$ cat config.mk
export PLATFORM = sky130hd
export DESIGN_NAME = sph_ctrl
export DESIGN_NICKNAME = d
export VERILOG_FILES = /design/src/rtl/core/sph_pkg.sv /design/src/rtl/core/sph_ctrl.sv
export VERILOG_INCLUDE_DIRS = /design/src /design/src/rtl/core
export SDC_FILE = /design/constraint.sdc
export NUM_CORES = 1
export LEC_CHECK = 0
export BUFFER_PORTS_ARGS = -buffer_cell sky130_fd_sc_hd__buf_4
export CORE_AREA = 2 2 39 41
export DETAILED_ROUTE_END_ITERATION = 8
export DIE_AREA = 0 0 41 43
export GPL_TIMING_DRIVEN = 0
export MAX_ROUTING_LAYER = met4
export PLACE_DENSITY_LB_ADDON = 0.1
export SLEW_MARGIN = 40
export SYNTH_ARGS = -nofsm -noshare
export SYNTH_HDL_FRONTEND = slang
export SYNTH_SLANG_ARGS = --single-unit
$ cat constraint.sdc
create_clock -name clk -period 2.9 [get_ports clk]
set_input_delay 0.58 -clock clk [delete_from_list [all_inputs] [get_ports clk]]
set_output_delay 0.58 -clock clk [all_outputs]
set_load 0.005 [all_outputs]
$ cat src/rtl/core/substring_polynomial_hash_core_macros.svh
// Assertion macros used by the hash core controller.
`ifndef SUBSTRING_POLYNOMIAL_HASH_CORE_MACROS_SVH
`define SUBSTRING_POLYNOMIAL_HASH_CORE_MACROS_SVH

// Same-cycle implication, disabled while in reset.
`define SPH_ASSERT_NOW(label, clk, rst_n, ante, cons) \
    label: assert property (@(posedge clk) disable iff (!rst_n) (ante) |-> (cons)) \
        else $error("sph assertion failed");

// Next-cycle implication, disabled while in reset.
`define SPH_ASSERT_NEXT(label, clk, rst_n, ante, cons) \
    label: assert property (@(posedge clk) disable iff (!rst_n) (ante) |=> (cons)) \
        else $error("sph assertion failed");

`endif

$ cat src/rtl/core/sph_pkg.sv
// Package: shared types, constants and modular arithmetic helpers for the hash core.
`timescale 1ns / 1ps
package sph_pkg;

    localparam int NLANE = 3;
    localparam int RW    = 31;
    localparam int IDX_W = 13;
    localparam int CFG_W = 2;

    typedef logic [NLANE-1:0][RW-1:0] lane_t;

    // Primes are 2^31 - c
    localparam lane_t PRIME = {31'd2147483587, 31'd2147483629, 31'd2147483647};
    localparam logic [NLANE-1:0][6:0] PCORR = {7'd61, 7'd19, 7'd1};

    typedef enum logic [1:0] {
        OP_CLEAR  = 2'd0,
        OP_LOAD   = 2'd1,
        OP_QUERY  = 2'd2,
        OP_APPEND = 2'd3
    } op_t;

    localparam logic [CFG_W-1:0] CFG_SEED0 = 2'd0;
    localparam logic [CFG_W-1:0] CFG_SEED1 = 2'd1;
    localparam logic [CFG_W-1:0] CFG_SEED2 = 2'd2;

    typedef struct packed {
        logic accept;
        logic rd1;
        logic rd2;
        logic mul;
        logic red;
        logic fin;
    } sph_cmd_t;

    typedef struct packed {
        logic skip;
    } sph_sts_t;

    // Reduce a 62-bit product modulo 2^31 - c by folding the top bits twice.
    function automatic logic [RW-1:0] mod_fold(input logic [61:0] x,
                                               input logic [RW-1:0] p,
                                               input logic [6:0] c);
        logic [37:0] t1;
        logic [31:0] t2;
        t1 = 38'(x[61:31]) * 38'(c) + 38'(x[30:0]);
        t2 = 32'(t1[37:31]) * 32'(c) + 32'(t1[30:0]);
        mod_fold = (t2 >= 32'(p)) ? RW'(t2 - 32'(p)) : RW'(t2);
    endfunction

    // Bring a raw 31-bit value below p.
    function automatic logic [RW-1:0] mod_small(input logic [RW-1:0] v,
                                                input logic [RW-1:0] p);
        mod_small = (v >= p) ? v - p : v;
    endfunction

    function automatic logic [RW-1:0] mod_add(input logic [RW-1:0] a,
                                              input logic [RW-1:0] b,
                                              input logic [RW-1:0] p);
        logic [RW:0] s;
        s = {1'b0, a} + {1'b0, b};
        mod_add = (s >= {1'b0, p}) ? RW'(s - {1'b0, p}) : RW'(s);
    endfunction

    function automatic logic [RW-1:0] mod_sub(input logic [RW-1:0] a,
                                              input logic [RW-1:0] b,
                                              input logic [RW-1:0] p);
        mod_sub = (a >= b) ? a - b : RW'({1'b0, a} + {1'b0, p} - {1'b0, b});
    endfunction

endpackage

$ cat src/rtl/core/sph_ctrl.sv
// Controller: sequences one transaction through read, multiply, reduce and finish.
`timescale 1ns / 1ps
`include "substring_polynomial_hash_core_macros.svh"
module sph_ctrl
    import sph_pkg::*;
(
    input  logic     clk,
    input  logic     rst_n,
    input  logic     in_valid,
    output logic     in_stall,
    output logic     out_valid,
    input  logic     out_stall,
    input  sph_sts_t sts,
    output sph_cmd_t cmd
);

    typedef enum logic [6:0] {
        ST_IDLE = 7'b0000001,
        ST_RD1  = 7'b0000010,
        ST_RD2  = 7'b0000100,
        ST_MUL  = 7'b0001000,
        ST_RED  = 7'b0010000,
        ST_FIN  = 7'b0100000,
        ST_OUT  = 7'b1000000
    } state_t;

    state_t state_reg;
    state_t state_next;

    assign in_stall  = (state_reg != ST_IDLE);
    assign out_valid = (state_reg == ST_OUT);

    always_comb
    begin
        cmd        = '0;
        cmd.accept = in_valid && (state_reg == ST_IDLE);
        cmd.rd1    = (state_reg == ST_RD1);
        cmd.rd2    = (state_reg == ST_RD2);
        cmd.mul    = (state_reg == ST_MUL);
        cmd.red    = (state_reg == ST_RED);
        cmd.fin    = (state_reg == ST_FIN);
    end

    always_comb
    begin
        state_next = state_reg;
        case (state_reg)
            ST_IDLE:
            begin
                if (in_valid)
                begin
                    state_next = ST_RD1;
                end
            end
            ST_RD1:
            begin
                // clear and failed checks need no arithmetic
                state_next = sts.skip ? ST_FIN : ST_RD2;
            end
            ST_RD2:  state_next = ST_MUL;
            ST_MUL:  state_next = ST_RED;
            ST_RED:  state_next = ST_FIN;
            ST_FIN:  state_next = ST_OUT;
            ST_OUT:
            begin
                if (!out_stall)
                begin
                    state_next = ST_IDLE;
                end
            end
            default: state_next = ST_IDLE;
        endcase
    end

    always_ff @(posedge clk or negedge rst_n)
    begin
        if (!rst_n)
        begin
            state_reg <= ST_IDLE;
        end
        else
        begin
            state_reg <= state_next;
        end
    end

    `SPH_ASSERT_NOW(a_no_accept_with_result, clk, rst_n, !in_stall, !out_valid)
    `SPH_ASSERT_NEXT(a_accept_starts_read, clk, rst_n, in_valid && !in_stall, cmd.rd1)
    `SPH_ASSERT_NEXT(a_single_result, clk, rst_n, out_valid && !out_stall, !out_valid)

endmodule

==> results.md <==
Place:
- The routability-driven placement congestion ratio is 0.739.
- Counting tap cells, the placed design contains a total of 69 instances.
- Summed over all nets, the half-perimeter wirelength after detailed placement is between 600 and 700 um.
- The count of port buffers added during placement is 12.

Routing:
- The post-route DRC violation count is 0.
- The detail route stage leaves a number of antenna-violating nets equal to 0.
- Summing over every cut layer, the via total after detailed routing is ~380.
- The DRC violation total after the first TritonRoute iteration is 5.
- After detailed routing, the total wire length is 847 um.
- Dividing the detail-routed wire length by the instance count gives 11.6 um.
- The first-pass iteration count of the detailed router is 2.
- The average via count per standard cell is 5.15.

Finish:
- The final net count is 63.
- The finished layout holds 73 standard cells, fillers aside.
- In the final layout, the share of cells above drive strength 1 is 0.386.
- After filler insertion, the fill cell instance count of the layout stands at ~150.
- The growth of design area from synthesis to finish is 32.5%.
- The antenna diode count is 0.
- The number of flip-flops under the largest register name is 7.

Synth:
- The cell count after synthesis is 41.
- The count of flip-flops with a built-in enable after synthesis is 0.
- The area of the mapped netlist is around 420 sq um.
- By area the synthesized netlist is led by dfrtp_1 (36%), nor3b_1 (9.0%), dfstp_2 (6.3%).
- For this run, the leading register cell type out of synthesis is dfrtp_1.
- After synthesis, the mean cell area works out to slightly above 10 sq um.
- The fraction of registers with async set/reset is 1.00.
- By instance count, the leading cell after synthesis is dfrtp_1.
- The synthesis-stage register bit count is 7.
- The library cell occupying the most area in the post-synthesis netlist is dfrtp_1.
- The unique cell type count in the Yosys netlist is 22.
- The top cell type's share of synthesized area is 0.358.
- The count of synthesis-stage warnings from yosys is 0.
- The number of nets produced by synthesis is between 40 and 50.
- The register area share after synthesis is 0.421.
- Counting instances in the post-synthesis netlist gives the leading cell types as dfrtp_1 (6), nor3b_1 (5), nor2_1 (4), nor3_1 (4).

STA:
- The setup TNS after final layout is 0 ps.
- For the finished layout, the period the worst path requires is ~2600 ps.
- Based on the critical path, the design can be clocked at up to ~380 MHz.
- The final worst clock skew is 3.74 ps.
- The final count of pins violating max slew was 0.
- The period utilization is 0.907.
- Setup repair after global routing left no endpoint under its margin.
- The total setup violations reported at the end of the flow is 0.
- The measured slew at the worst slew-check pin is a little under 400 ps.
- The tightest slew margin relative to the limit is 0.741.
- The final hold violation count is 0.

Setup path:
- The setup slack on the worst flop-to-flop path is roughly 1100 ps.
- The capture point of the worst reg-to-reg path is state_reg[0].
- The maximum fanout encountered on the critical timing path is 7.
- The buffering stage count on the worst path with inverters included is 1.
- The path type of the worst setup path is flip-flop to output port.
- The number of logic stages on the critical path including buffering is 4.
- The number of cells on the worst reg-to-reg path is 4.
- The worst path required time is roughly 2300 ps.
- The beginning of the worst register-to-register path is state_reg[5].
- The slowest stage cell on the critical path is or4_4.
- The critical path startpoint category is a flip-flop.
- The delay of the slowest cell on the worst path is approximately 600 ps.
- Data arrives at the worst endpoint at 2050 ps.
- STA classifies the critical path endpoint as an output port.
- On the critical path the largest part of the delay comes from simple AND/OR/NAND/NOR gates.
- The critical path goes through or4_4 > or4b_4 > nor2_4 > buf_4.

Global route:
- The initial antenna violation count is 0.
- The overall track demand over capacity in global routing is 0.132.
- The met1 track demand over resource in global routing is 0.146.
- For met2 alone, demand over resource in global routing was 0.203.
- The number of global-route vias before repair was 370.
- The met3 usage is 0.0157.
- The first-pass GRT wire length is around 1500 um.
- The remaining global-route overflow is 0.
- Entering global routing, the biggest net connects 9 pins.
- The layer carrying the most global-route usage is met2.

Hold path:
- In this run the worst hold path is classified as input port to asynchronous set/reset pin.

Floorplanning:
- The initial core utilization is 0.303.
- The die is between 40 and 50 um tall.
- The initialized floorplan defines 14 standard-cell rows.
- The die boundary width is 41 um.
- The core region is approximately 0.0014 sq mm.
- Pin placement for this block handled 13 I/O pins.
- The full die area is ~0.0018 sq mm.

Clock network:
- The clock sink count is 7.
- In this run, post-CTS repair resized a total of 0 instances.
- The deepest clock path buffer count is 2.
- After clock tree synthesis, the flow added hold-fix buffers numbering 0.
- The number of H-tree branching levels is 1.
- The tree is rooted in a clkbuf_4.
- After clock tree synthesis, the clock-pin slew on the worst setup and hold paths is ~50 ps.
- The CTS buffer count is 3.
- Buffers added to address setup during post-CTS repair amount to 0.
- TritonCTS built the clock tree.
- The latest clock arrival within the worst-skew pair is 250 ps.

Pwr:
- For this design the ratio of total power to cell area is 694 mW/mm^2.
- The highest ir drop seen on vdd is between 0.3 and 0.4 mV.
- The overall power of the completed layout is approximately 390 uW.
- The leakage power is 0.000244 uW.

Run:
- The number of max-cap violations is 0.

Outcome:
- The run finished with clean final reports.
[final cells by class]
type	count	area [sq um]	share of cell area
well taps	16	20.0	0.0360
repair buffers	12	90.1	0.162
clock buffers	4	26.3	0.0473
plain buffers	2	15.0	0.0270
flip-flops and latches	7	176	0.318
inverters	1	3.75	0.00676
multi-input cells	31	224	0.403
[per-stage QoR]
stage	hold WS, ps	area, sq um	setup slack [ps]	util
finish	133	556	271	0.401
global route	123	556	182	0.401
detailed placement	400	529	527	0.382
CTS	131	556	251	0.401
floorplan	284	419	695	-
global placement	397	529	550	0.382
[worst max-delay path by stage]
stage	end	from	slack (ps)
after floorplan	cmd[5]	state_reg[2]	700
after detailed placement	cmd[5]	state_reg[5]	530
final	cmd[5]	state_reg[5]	270
after global placement	cmd[5]	state_reg[5]	550
after global routing	cmd[5]	state_reg[3]	180
after CTS	cmd[5]	state_reg[5]	250
[per-layer routing]
metal / vias up / wire length (um)
met3: 2 / 30
li1: 183 / -
met2: 7 / 461
met4: 0 / 8
met5: - / 0
met1: 184 / 347
[cells in the final DEF, fill, tap and decap left out, types with 2 or more instances in the layout]
| cell type | netlist | layout |
|---|---|---|
| a211oi_1 | 2 | 2 |
| buf_4 | 0 | 12 |
| clkbuf_1 | 1 | 2 |
| clkbuf_4 | 0 | 3 |
| dfrtp_1 | 6 | 6 |
| nand2_1 | 2 | 2 |
| nand2b_1 | 2 | 2 |
| nand3b_1 | 2 | 2 |
| nor2_1 | 4 | 4 |
| nor3_1 | 4 | 4 |
| nor3b_1 | 5 | 5 |
[report_power, final]
group	internal [uW]	switching, uW	leakage [uW]	total [uW]
Clock	52.4	33.8	0.0000150	86.2
Combinational	83.5	74.5	0.000136	158
Sequential	119	22.4	0.0000930	141
Total	255	131	0.000244	385
[cells by family (layout without fill, tap and decap cells)]
kind of cell,after synthesis,in the layout,share of synthesized area
simple gates,26,26,0.436
flops,7,7,0.421
compound gates,4,4,0.0776
buf+inv,3,19,0.0448
xor+xnor,1,1,0.0209
Power figures use the tool's default switching activity.
